==> src/cdll_pkg.sv <==
// Types and constants shared by the linked list core modules.
`default_nettype none
package cdll_pkg;

    localparam int CAPACITY_DEF = 32;
    localparam int VALUE_W      = 32;
    localparam int OP_W         = 3;
    localparam int STATUS_W     = 2;
    localparam int COUNT_OUT_W  = 6;

    typedef enum logic [OP_W-1:0] {
        OP_PUSH_FRONT = 3'd0,
        OP_PUSH_BACK  = 3'd1,
        OP_INSERT     = 3'd2,
        OP_POP        = 3'd3,
        OP_DELETE     = 3'd4,
        OP_SEARCH     = 3'd5
    } op_t;

    typedef enum logic [STATUS_W-1:0] {
        STAT_OK      = 2'd0,
        STAT_EMPTY   = 2'd1,
        STAT_MISSING = 2'd2,
        STAT_FULL    = 2'd3
    } status_t;

    typedef enum logic [2:0] {
        S_IDLE,
        S_PUSH_A,
        S_PUSH_B,
        S_WALK,
        S_INS_B,
        S_FINISH
    } state_t;

    // Requests from the sequencer to the slot allocator.
    typedef struct packed {
        logic take;
        logic give;
    } alloc_ctl_t;

endpackage
`default_nettype wire

==> src/circular_doubly_linked_list_core.sv <==
// Steps: insert, pop, delete or search on an empty list, a push to a full pool or an unused
// code goes straight to the result register. A push writes the value, then the links in
// S_PUSH_A and, unless the list was empty, S_PUSH_B. Insert, pop, delete and search walk
// the list node by node in S_WALK; an insert that adds a node also passes S_INS_B.
// One request at a time, taken only after the last result is registered; a stall delays that.
// Reset: asynchronous, active low; the list is empty and all slots are free at once.
`default_nettype none
module circular_doubly_linked_list_core #(
    parameter int CAPACITY = cdll_pkg::CAPACITY_DEF
) (
    input  wire logic        clk,
    input  wire logic        rst_n,
    input  wire logic        s_tvalid,
    output logic             s_tready,
    input  wire logic [63:0] s_tdata,  // [31:0] value, [63:32] new_value
    input  wire logic [2:0]  s_tuser,  // [2:0] operation
    output logic             m_tvalid,
    input  wire logic        m_tready,
    output logic      [7:0]  m_tdata   // [1:0] status, [7:2] count
);

    localparam int SW = $clog2(CAPACITY);

    cdll_pkg::alloc_ctl_t alloc_ctl;
    logic          any_free;
    logic [SW-1:0] low_slot;
    logic [SW-1:0] give_slot;
    logic [SW-1:0] raddr;
    logic [cdll_pkg::VALUE_W-1:0] val_rdata;
    logic [SW-1:0] next_rdata;
    logic [SW-1:0] prev_rdata;
    logic          val_we, next_we, prev_we;
    logic [SW-1:0] val_waddr, next_waddr, prev_waddr;
    logic [cdll_pkg::VALUE_W-1:0] val_wdata;
    logic [SW-1:0] next_wdata, prev_wdata;
    logic [cdll_pkg::STATUS_W-1:0]    out_status;
    logic [cdll_pkg::COUNT_OUT_W-1:0] out_count;

    cdll_seq #(
        .CAPACITY(CAPACITY)
    ) u_seq (
        .clk         (clk),
        .rst_n       (rst_n),
        .start       (s_tvalid && s_tready),
        .in_op       (cdll_pkg::op_t'(s_tuser)),
        .in_value    (s_tdata[31:0]),
        .in_new_value(s_tdata[63:32]),
        .ready       (s_tready),
        .out_ready   (m_tready),
        .out_valid   (m_tvalid),
        .out_status  (out_status),
        .out_count   (out_count),
        .any_free    (any_free),
        .low_slot    (low_slot),
        .alloc_ctl   (alloc_ctl),
        .give_slot   (give_slot),
        .raddr       (raddr),
        .val_rdata   (val_rdata),
        .next_rdata  (next_rdata),
        .prev_rdata  (prev_rdata),
        .val_we      (val_we),
        .val_waddr   (val_waddr),
        .val_wdata   (val_wdata),
        .next_we     (next_we),
        .next_waddr  (next_waddr),
        .next_wdata  (next_wdata),
        .prev_we     (prev_we),
        .prev_waddr  (prev_waddr),
        .prev_wdata  (prev_wdata)
    );

    cdll_alloc #(
        .CAPACITY(CAPACITY)
    ) u_alloc (
        .clk      (clk),
        .rst_n    (rst_n),
        .ctl      (alloc_ctl),
        .give_slot(give_slot),
        .any_free (any_free),
        .low_slot (low_slot)
    );

    cdll_ram #(
        .WIDTH(cdll_pkg::VALUE_W),
        .DEPTH(CAPACITY)
    ) u_val_ram (
        .clk  (clk),
        .we   (val_we),
        .waddr(val_waddr),
        .wdata(val_wdata),
        .raddr(raddr),
        .rdata(val_rdata)
    );

    cdll_ram #(
        .WIDTH(SW),
        .DEPTH(CAPACITY)
    ) u_next_ram (
        .clk  (clk),
        .we   (next_we),
        .waddr(next_waddr),
        .wdata(next_wdata),
        .raddr(raddr),
        .rdata(next_rdata)
    );

    cdll_ram #(
        .WIDTH(SW),
        .DEPTH(CAPACITY)
    ) u_prev_ram (
        .clk  (clk),
        .we   (prev_we),
        .waddr(prev_waddr),
        .wdata(prev_wdata),
        .raddr(raddr),
        .rdata(prev_rdata)
    );

    assign m_tdata = {out_count, out_status};

endmodule
`default_nettype wire

==> src/cdll_ram.sv <==
// Generic single-write, single-read RAM with registered read data.
`default_nettype none
module cdll_ram #(
    parameter int WIDTH = 32,
    parameter int DEPTH = 32
) (
    input  wire logic                     clk,
    input  wire logic                     we,
    input  wire logic [$clog2(DEPTH)-1:0] waddr,
    input  wire logic [WIDTH-1:0]         wdata,
    input  wire logic [$clog2(DEPTH)-1:0] raddr,
    output logic      [WIDTH-1:0]         rdata
);

    logic [WIDTH-1:0] mem_reg [DEPTH];
    logic [WIDTH-1:0] rdata_reg;

    always_ff @(posedge clk)
    begin
        if (we)
        begin
            mem_reg[waddr] <= wdata;
        end
        rdata_reg <= mem_reg[raddr];
    end

    assign rdata = rdata_reg;

endmodule
`default_nettype wire

==> src/cdll_alloc.sv <==
// Free slot map with a lowest-free-slot encoder.
`default_nettype none
module cdll_alloc #(
    parameter int CAPACITY = cdll_pkg::CAPACITY_DEF
) (
    input  wire logic                        clk,
    input  wire logic                        rst_n,
    input  wire cdll_pkg::alloc_ctl_t        ctl,
    input  wire logic [$clog2(CAPACITY)-1:0] give_slot,
    output logic                             any_free,
    output logic      [$clog2(CAPACITY)-1:0] low_slot
);

    localparam int SW = $clog2(CAPACITY);

    logic [CAPACITY-1:0] free_reg;
    logic [CAPACITY-1:0] free_next;

    always_comb
    begin
        any_free = |free_reg;
        low_slot = '0;
        for (int i = CAPACITY - 1; i >= 0; i--)
        begin
            if (free_reg[i])
            begin
                low_slot = SW'(i);
            end
        end
    end

    always_comb
    begin
        free_next = free_reg;
        if (ctl.take)
        begin
            free_next[low_slot] = 1'b0;
        end
        if (ctl.give)
        begin
            free_next[give_slot] = 1'b1;
        end
    end

    always_ff @(posedge clk or negedge rst_n)
    begin
        if (!rst_n)
        begin
            free_reg <= '1;
        end
        else
        begin
            free_reg <= free_next;
        end
    end

endmodule
`default_nettype wire

==> src/cdll_seq.sv <==
// Operation sequencer: list walk with the shared key compare, link updates, result register.
`default_nettype none
module cdll_seq #(
    parameter int CAPACITY = cdll_pkg::CAPACITY_DEF
) (
    input  wire logic                                 clk,
    input  wire logic                                 rst_n,
    input  wire logic                                 start,
    input  wire cdll_pkg::op_t                        in_op,
    input  wire logic [cdll_pkg::VALUE_W-1:0]         in_value,
    input  wire logic [cdll_pkg::VALUE_W-1:0]         in_new_value,
    output logic                                      ready,
    input  wire logic                                 out_ready,
    output logic                                      out_valid,
    output logic      [cdll_pkg::STATUS_W-1:0]        out_status,
    output logic      [cdll_pkg::COUNT_OUT_W-1:0]     out_count,
    input  wire logic                                 any_free,
    input  wire logic [$clog2(CAPACITY)-1:0]          low_slot,
    output cdll_pkg::alloc_ctl_t                      alloc_ctl,
    output logic      [$clog2(CAPACITY)-1:0]          give_slot,
    output logic      [$clog2(CAPACITY)-1:0]          raddr,
    input  wire logic [cdll_pkg::VALUE_W-1:0]         val_rdata,
    input  wire logic [$clog2(CAPACITY)-1:0]          next_rdata,
    input  wire logic [$clog2(CAPACITY)-1:0]          prev_rdata,
    output logic                                      val_we,
    output logic      [$clog2(CAPACITY)-1:0]          val_waddr,
    output logic      [cdll_pkg::VALUE_W-1:0]         val_wdata,
    output logic                                      next_we,
    output logic      [$clog2(CAPACITY)-1:0]          next_waddr,
    output logic      [$clog2(CAPACITY)-1:0]          next_wdata,
    output logic                                      prev_we,
    output logic      [$clog2(CAPACITY)-1:0]          prev_waddr,
    output logic      [$clog2(CAPACITY)-1:0]          prev_wdata
);

    localparam int SW = $clog2(CAPACITY);
    localparam int CW = $clog2(CAPACITY + 1);

    cdll_pkg::state_t  state_reg, state_next;
    cdll_pkg::op_t     op_reg, op_next;
    cdll_pkg::status_t status_reg, status_next;
    logic [cdll_pkg::VALUE_W-1:0] key_reg, key_next;
    logic [cdll_pkg::VALUE_W-1:0] nval_reg, nval_next;
    logic [SW-1:0] cur_reg, cur_next;
    logic [SW-1:0] slot_reg, slot_next;
    logic [SW-1:0] head_reg, head_next;
    logic [SW-1:0] tail_reg, tail_next;
    logic [CW-1:0] count_reg, count_next;
    logic [CW-1:0] idx_reg, idx_next;
    logic          out_valid_reg, out_valid_next;
    logic [cdll_pkg::STATUS_W-1:0]    out_status_reg, out_status_next;
    logic [cdll_pkg::COUNT_OUT_W-1:0] out_count_reg, out_count_next;
    logic          hit;

    // The key comparator of the block; pop front matches the head node outright.
    assign hit = (op_reg == cdll_pkg::OP_POP) || (val_rdata == key_reg);

    always_comb
    begin
        state_next      = state_reg;
        op_next         = op_reg;
        status_next     = status_reg;
        key_next        = key_reg;
        nval_next       = nval_reg;
        cur_next        = cur_reg;
        slot_next       = slot_reg;
        head_next       = head_reg;
        tail_next       = tail_reg;
        count_next      = count_reg;
        idx_next        = idx_reg;
        out_valid_next  = out_valid_reg && !out_ready;
        out_status_next = out_status_reg;
        out_count_next  = out_count_reg;
        ready           = 1'b0;
        alloc_ctl       = '0;
        give_slot       = cur_reg;
        raddr           = head_reg;
        val_we          = 1'b0;
        val_waddr       = slot_reg;
        val_wdata       = nval_reg;
        next_we         = 1'b0;
        next_waddr      = slot_reg;
        next_wdata      = slot_reg;
        prev_we         = 1'b0;
        prev_waddr      = slot_reg;
        prev_wdata      = slot_reg;

        unique case (state_reg)
            cdll_pkg::S_IDLE:
            begin
                ready = 1'b1;
                if (start)
                begin
                    op_next     = in_op;
                    key_next    = in_value;
                    nval_next   = in_new_value;
                    status_next = cdll_pkg::STAT_OK;
                    unique case (in_op) inside
                        cdll_pkg::OP_PUSH_FRONT, cdll_pkg::OP_PUSH_BACK:
                        begin
                            if (!any_free)
                            begin
                                status_next = cdll_pkg::STAT_FULL;
                                state_next  = cdll_pkg::S_FINISH;
                            end
                            else
                            begin
                                alloc_ctl.take = 1'b1;
                                slot_next      = low_slot;
                                val_we         = 1'b1;
                                val_waddr      = low_slot;
                                val_wdata      = in_value;
                                state_next     = cdll_pkg::S_PUSH_A;
                            end
                        end
                        cdll_pkg::OP_INSERT, cdll_pkg::OP_POP,
                        cdll_pkg::OP_DELETE, cdll_pkg::OP_SEARCH:
                        begin
                            if (count_reg == '0)
                            begin
                                status_next = cdll_pkg::STAT_EMPTY;
                                state_next  = cdll_pkg::S_FINISH;
                            end
                            else
                            begin
                                raddr      = head_reg;
                                cur_next   = head_reg;
                                idx_next   = '0;
                                state_next = cdll_pkg::S_WALK;
                            end
                        end
                        default:
                        begin
                            state_next = cdll_pkg::S_FINISH;
                        end
                    endcase
                end
            end

            cdll_pkg::S_PUSH_A:
            begin
                next_we    = 1'b1;
                prev_we    = 1'b1;
                count_next = count_reg + CW'(1);
                if (count_reg == '0)
                begin
                    next_wdata = slot_reg;
                    prev_wdata = slot_reg;
                    head_next  = slot_reg;
                    tail_next  = slot_reg;
                    state_next = cdll_pkg::S_FINISH;
                end
                else
                begin
                    next_wdata = head_reg;
                    prev_wdata = tail_reg;
                    state_next = cdll_pkg::S_PUSH_B;
                end
            end

            cdll_pkg::S_PUSH_B:
            begin
                next_we    = 1'b1;
                next_waddr = tail_reg;
                next_wdata = slot_reg;
                prev_we    = 1'b1;
                prev_waddr = head_reg;
                prev_wdata = slot_reg;
                if (op_reg == cdll_pkg::OP_PUSH_FRONT)
                begin
                    head_next = slot_reg;
                end
                else
                begin
                    tail_next = slot_reg;
                end
                state_next = cdll_pkg::S_FINISH;
            end

            cdll_pkg::S_WALK:
            begin
                // The next link of the node just read addresses the following read.
                raddr = next_rdata;
                if (hit)
                begin
                    state_next = cdll_pkg::S_FINISH;
                    unique case (op_reg) inside
                        cdll_pkg::OP_INSERT:
                        begin
                            if (!any_free)
                            begin
                                status_next = cdll_pkg::STAT_FULL;
                            end
                            else
                            begin
                                // Reading the key node again puts its successor on the
                                // next-link read port for the second write.
                                raddr          = cur_reg;
                                alloc_ctl.take = 1'b1;
                                slot_next      = low_slot;
                                val_we         = 1'b1;
                                val_waddr      = low_slot;
                                val_wdata      = nval_reg;
                                next_we        = 1'b1;
                                next_waddr     = low_slot;
                                next_wdata     = next_rdata;
                                prev_we        = 1'b1;
                                prev_waddr     = low_slot;
                                prev_wdata     = cur_reg;
                                state_next     = cdll_pkg::S_INS_B;
                            end
                        end
                        cdll_pkg::OP_POP, cdll_pkg::OP_DELETE:
                        begin
                            alloc_ctl.give = 1'b1;
                            give_slot      = cur_reg;
                            count_next     = count_reg - CW'(1);
                            if (count_reg <= CW'(1))
                            begin
                                head_next = '0;
                                tail_next = '0;
                            end
                            else
                            begin
                                next_we    = 1'b1;
                                next_waddr = prev_rdata;
                                next_wdata = next_rdata;
                                prev_we    = 1'b1;
                                prev_waddr = next_rdata;
                                prev_wdata = prev_rdata;
                                if (cur_reg == head_reg)
                                begin
                                    head_next = next_rdata;
                                end
                                if (cur_reg == tail_reg)
                                begin
                                    tail_next = prev_rdata;
                                end
                            end
                        end
                        default:
                        begin
                            status_next = cdll_pkg::STAT_OK;
                        end
                    endcase
                end
                else if ((idx_reg + CW'(1)) == count_reg)
                begin
                    status_next = cdll_pkg::STAT_MISSING;
                    state_next  = cdll_pkg::S_FINISH;
                end
                else
                begin
                    cur_next = next_rdata;
                    idx_next = idx_reg + CW'(1);
                end
            end

            cdll_pkg::S_INS_B:
            begin
                // Successor of the key node is still on the next-link read port.
                raddr      = cur_reg;
                prev_we    = 1'b1;
                prev_waddr = next_rdata;
                prev_wdata = slot_reg;
                next_we    = 1'b1;
                next_waddr = cur_reg;
                next_wdata = slot_reg;
                if (cur_reg == tail_reg)
                begin
                    tail_next = slot_reg;
                end
                count_next = count_reg + CW'(1);
                state_next = cdll_pkg::S_FINISH;
            end

            cdll_pkg::S_FINISH:
            begin
                if (!out_valid_reg || out_ready)
                begin
                    out_valid_next  = 1'b1;
                    out_status_next = status_reg;
                    out_count_next  = cdll_pkg::COUNT_OUT_W'(count_reg);
                    state_next      = cdll_pkg::S_IDLE;
                end
            end

            default:
            begin
                state_next = cdll_pkg::S_IDLE;
            end
        endcase
    end

    always_ff @(posedge clk or negedge rst_n)
    begin
        if (!rst_n)
        begin
            state_reg     <= cdll_pkg::S_IDLE;
            head_reg      <= '0;
            tail_reg      <= '0;
            count_reg     <= '0;
            out_valid_reg <= 1'b0;
        end
        else
        begin
            state_reg     <= state_next;
            head_reg      <= head_next;
            tail_reg      <= tail_next;
            count_reg     <= count_next;
            out_valid_reg <= out_valid_next;
        end
    end

    always_ff @(posedge clk)
    begin
        op_reg         <= op_next;
        status_reg     <= status_next;
        key_reg        <= key_next;
        nval_reg       <= nval_next;
        cur_reg        <= cur_next;
        slot_reg       <= slot_next;
        idx_reg        <= idx_next;
        out_status_reg <= out_status_next;
        out_count_reg  <= out_count_next;
    end

    assign out_valid  = out_valid_reg;
    assign out_status = out_status_reg;
    assign out_count  = out_count_reg;

endmodule
`default_nettype wire

==> config.mk <==
export PLATFORM = sky130hd
export DESIGN_NAME = circular_doubly_linked_list_core
export DESIGN_NICKNAME = d
export VERILOG_FILES = /design/src/cdll_pkg.sv /design/src/circular_doubly_linked_list_core.sv /design/src/cdll_ram.sv /design/src/cdll_alloc.sv /design/src/cdll_seq.sv
export SDC_FILE = /design/constraint.sdc
export NUM_CORES = 2
export LEC_CHECK = 0
export CORE_MARGIN = 1.5
export CORE_UTILIZATION = 30
export DETAILED_ROUTE_END_ITERATION = 16
export DONT_BUFFER_PORTS = 1
export GPL_TIMING_DRIVEN = 1
export PLACE_DENSITY_LB_ADDON = 0.05
export SETUP_SLACK_MARGIN = 0.02
export SYNTH_ARGS = -nofsm -noshare
export SYNTH_HDL_FRONTEND = slang
export SYNTH_SLANG_ARGS = --single-unit
==> constraint.sdc <==
create_clock -name clk -period 15.2 [get_ports clk]
set_clock_uncertainty 0.15 [all_clocks]
set_input_delay 3.8 -clock clk [delete_from_list [all_inputs] [get_ports clk]]
set_output_delay 3.8 -clock clk [all_outputs]
set_load 0.05 [all_outputs]
==> impl_metrics.json <==
{
  "outcome": "finished clean",
  "min_from": "u_alloc.free_reg[31]",
  "mappedNetlistNets": 4905,
  "viasPerCell": 5.06,
  "tritoncts_num_sinks": 1531,
  "design.portCount": 81,
  "worstHoldPathType": "flop to flop",
  "dieWidth_um": 459,
  "critPathMaxFanout": 34,
  "leading_cell_type_in_the_layout_fill_and_taps_excluded": "edfxtp_1",
  "cts_tree": "yes",
  "clock_latency_on_the_worst_skew_pair_ps": 810,
  "row_count": 167,
  "clk_path_buf_depth": 3,
  "synth_cell_type_count": 75,
  "setup.worst_path.start": "s_tvalid",
  "grt_setup_unrepaired": "no",
  "asyncSetResetFlopFracSynth_pct": 3.40,
  "stdcell_area_sq_um": 71000,
  "cap_viol_max_count": 0,
  "floorplan.die_area_sq_um": 210000,
  "routed_wire_length_per_instance_um": 27.1,
  "p_per_area_nw_per_um2": 225,
  "crit_required_ps": 15480,
  "largest_reg_flops": 1024,
  "critPathCaptureType": "flop",
  "ys_seq_area_share_pct": 72.7,
  "synth.ff_latch_count": 1531,
  "first_iter_violations": 3430,
  "critPathBufInv": 2,
  "timing.critical_path.from_type": "input port",
  "setup_ws_ps": 8120,
  "drive_gt1_share_pct": 9.64,
  "most-common-layout-cells": "edfxtp_1, nand2_1, nand3_1, a21oi_1, clkbuf_16",
  "leakage_power_nw": 24.0,
  "ys.flop_type": "edfxtp_1",
  "slew-limit-headroom_pct": 26.3,
  "drt_pass1_iterations": 5,
  "grt_antenna_before_repair": 9,
  "worst_path_max_delay_cell": "nor2_4",
  "grt_first_pass_wirelength_um": 295000,
  "netlist_area_sq_um": 62300,
  "place.port_buffers": 0,
  "clkSlewWorstSetupHoldPaths_ps": 60,
  "floorplan.initialDensity_pct": 30.1,
  "layout_worst_path_cycle_share_pct": 46.6,
  "timing_worst_slew_pin_value_ps": 1100,
  "gr-total-overflow": 0,
  "cts.root.buffer_cell": "clkbuf_16",
  "time_the_final_worst_path_needs_with_i_o_delays_and_setup_ps": 7080,
  "timing.critical_path.max_delay_family": "simple AND/OR/NAND/NOR gates",
  "post_dp_cell_area_sq_um": 65500,
  "irDropWorstVdd_mv": 0.261,
  "preCtsSetupSlack_ps": 7270,
  "hold_viol": 0,
  "post-cts-setup-buffer-count": 0,
  "placeableCoreArea_sq_um": 207000,
  "detail_route.drc_violations": 0,
  "drt_wl_total_um": 207000,
  "worst_r2r_startpoint": "u_seq.key_reg[15]",
  "cts-htree-levels": 4,
  "timing.fmax_mhz": 141,
  "worst-endpoint-arrival_ps": 7360,
  "timing_max_transition_violations_final": 0,
  "synthCells": 4830,
  "syn_to_final_growth_pct": 13.9,
  "finish.utilization_pct": 34.3,
  "finalSetupTns_ps": 0,
  "whs_ps": 376,
  "via_count": 38700,
  "design.final.nets": 4870,
  "crit_path_cell_trace": "nand2_1 -> or3_1 -> nand2b_2 -> buf_4 -> and2_1 -> a21oi_1 -> nand2_1 -> nor2_4 -> buf_4",
  "first_global_vias": 38200,
  "ctsResizeCount": 0,
  "warning_count_from_the_yosys_run": 0,
  "numCtsBuffers": 174,
  "synth_enable_flop_cells": 1432,
  "ctsHoldBuffers": 0,
  "pin_count_of_the_biggest_net_entering_global_routing": 154,
  "post_synth.cell_area_avg_sq_um": 12.9,
  "finalSetupViolations": 0,
  "place.detailed.hpwl_um": 118000,
  "final_antenna_net_count": 0,
  "die_h_um": 459,
  "cpPeakStageDelay_ps": 800,
  "final_wtd_congestion": 0.829,
  "overall_fraction_of_global_route_tracks_in_use_pct": 19.4,
  "timing_worst_setup_path_type": "input port to flop"
}
-- power by group --
group | internal (mW) | switching [mW] | leakage, nW
registers | 5.20 | 0.278 | 13.9
logic | 1.72 | 4.71 | 7.41
clock network | 2.33 | 1.74 | 2.65
-- per-layer routing --
| layer | vias up | GRT usage (%) | part of all wire [%] |
|---|---|---|---|
| li1 | 17800 | - | - |
| met4 | 4 | 4.26 | 1.8 |
| met2 | 858 | 31.1 | 47 |
| met1 | 19900 | 28.0 | 47 |
| met3 | 202 | 2.62 | 4.0 |
| met5 | - | 0 | 0.012 |
-- Yosys cell counts, types with 5 or more instances --
| master | count | area share [%] |
|---|---|---|
| dfstp_2 | 32 | 1.3 |
| o41ai_1 | 6 | 0.084 |
| buf_1 | 26 | 0.16 |
| xor2_1 | 13 | 0.18 |
| nor2b_1 | 15 | 0.15 |
| a211oi_1 | 11 | 0.13 |
| mux2i_1 | 100 | 1.6 |
| a311o_1 | 82 | 1.3 |
| edfxtp_1 | 1432 | 69 |
| dfrtp_1 | 20 | 0.80 |
| buf_2 | 107 | 0.86 |
| nand2_1 | 1266 | 7.6 |
| nor3_1 | 35 | 0.28 |
| and3_1 | 86 | 0.86 |
| o21ai_0 | 102 | 0.82 |
| nand3_1 | 349 | 2.8 |
| and2_1 | 9 | 0.090 |
| a31oi_1 | 54 | 0.54 |
| a22oi_1 | 15 | 0.18 |
| xnor2_1 | 46 | 0.65 |
| a21oi_1 | 296 | 2.4 |
| nand4_1 | 14 | 0.14 |
| buf_6 | 6 | 0.11 |
| buf_4 | 5 | 0.060 |
| or4_1 | 49 | 0.59 |
| dfxtp_1 | 47 | 1.5 |
| o211ai_1 | 17 | 0.20 |
| a22o_1 | 21 | 0.30 |
| or2_2 | 7 | 0.070 |
| nand2b_1 | 13 | 0.13 |
| inv_1 | 22 | 0.13 |
| o221ai_1 | 5 | 0.070 |
| mux2_2 | 37 | 0.67 |
| o22ai_1 | 51 | 0.51 |
| nor4_1 | 51 | 0.51 |
| clkbuf_1 | 162 | 0.98 |
| nor2_1 | 134 | 0.81 |
| o21a_1 | 14 | 0.17 |
-- logic make-up after synthesis --
| kind of cell | share of synthesized area [%] |
|---|---|
| buffers and inverters | 2.29 |
| XOR/XNOR | 0.829 |
| flip-flops | 72.7 |
| multiplexers | 2.32 |
| AO/OA/AOI/OAI | 7.27 |
| AND/OR/NAND/NOR | 14.6 |
| adder cells (fa/ha/maj) | 0.0803 |
-- per-stage QoR --
stage | cells | power, mW
2_1_floorplan | 4830 | 9.46
3_3_place_gp | 7323 | 12.2
3_5_place_dp | 7323 | 12.2
4_1_cts | 7642 | 16.3
5_1_grt | 7645 | 16.9
6_report | 7647 | 16.0
-- worst min-delay path, stage by stage (launching register included) --
cell and delay (ps):
dfstp_2 380, o21ai_0 60, o21ai_0 80
-- area by class of cell --
class                      count  area [sq um]
antenna                        5          12.5
sequential                  1531         45300
tap                         2704          3380
clock buffer                 254          4880
inverter                      22          85.1
fill                       20200        136000
multi-input combinational   2971         15900
timing repair buffer          95           801
clock inverter                65           573
-- path summary, 6_finish.rpt --
check	endpoint	slack [ps]	cells past startpoint
worst max-delay path	u_val_ram.mem_reg[26][29]	8120	9
max in group asynchronous	u_alloc.free_reg[27]	12080	0
worst min register to register	u_alloc.free_reg[31]	380	2
worst min-delay path	u_alloc.free_reg[31]	380	2
min in group asynchronous	u_seq.out_valid	2550	0
worst max register to register	u_val_ram.rdata[26]	8610	13
(Power assumes the default switching activity.)
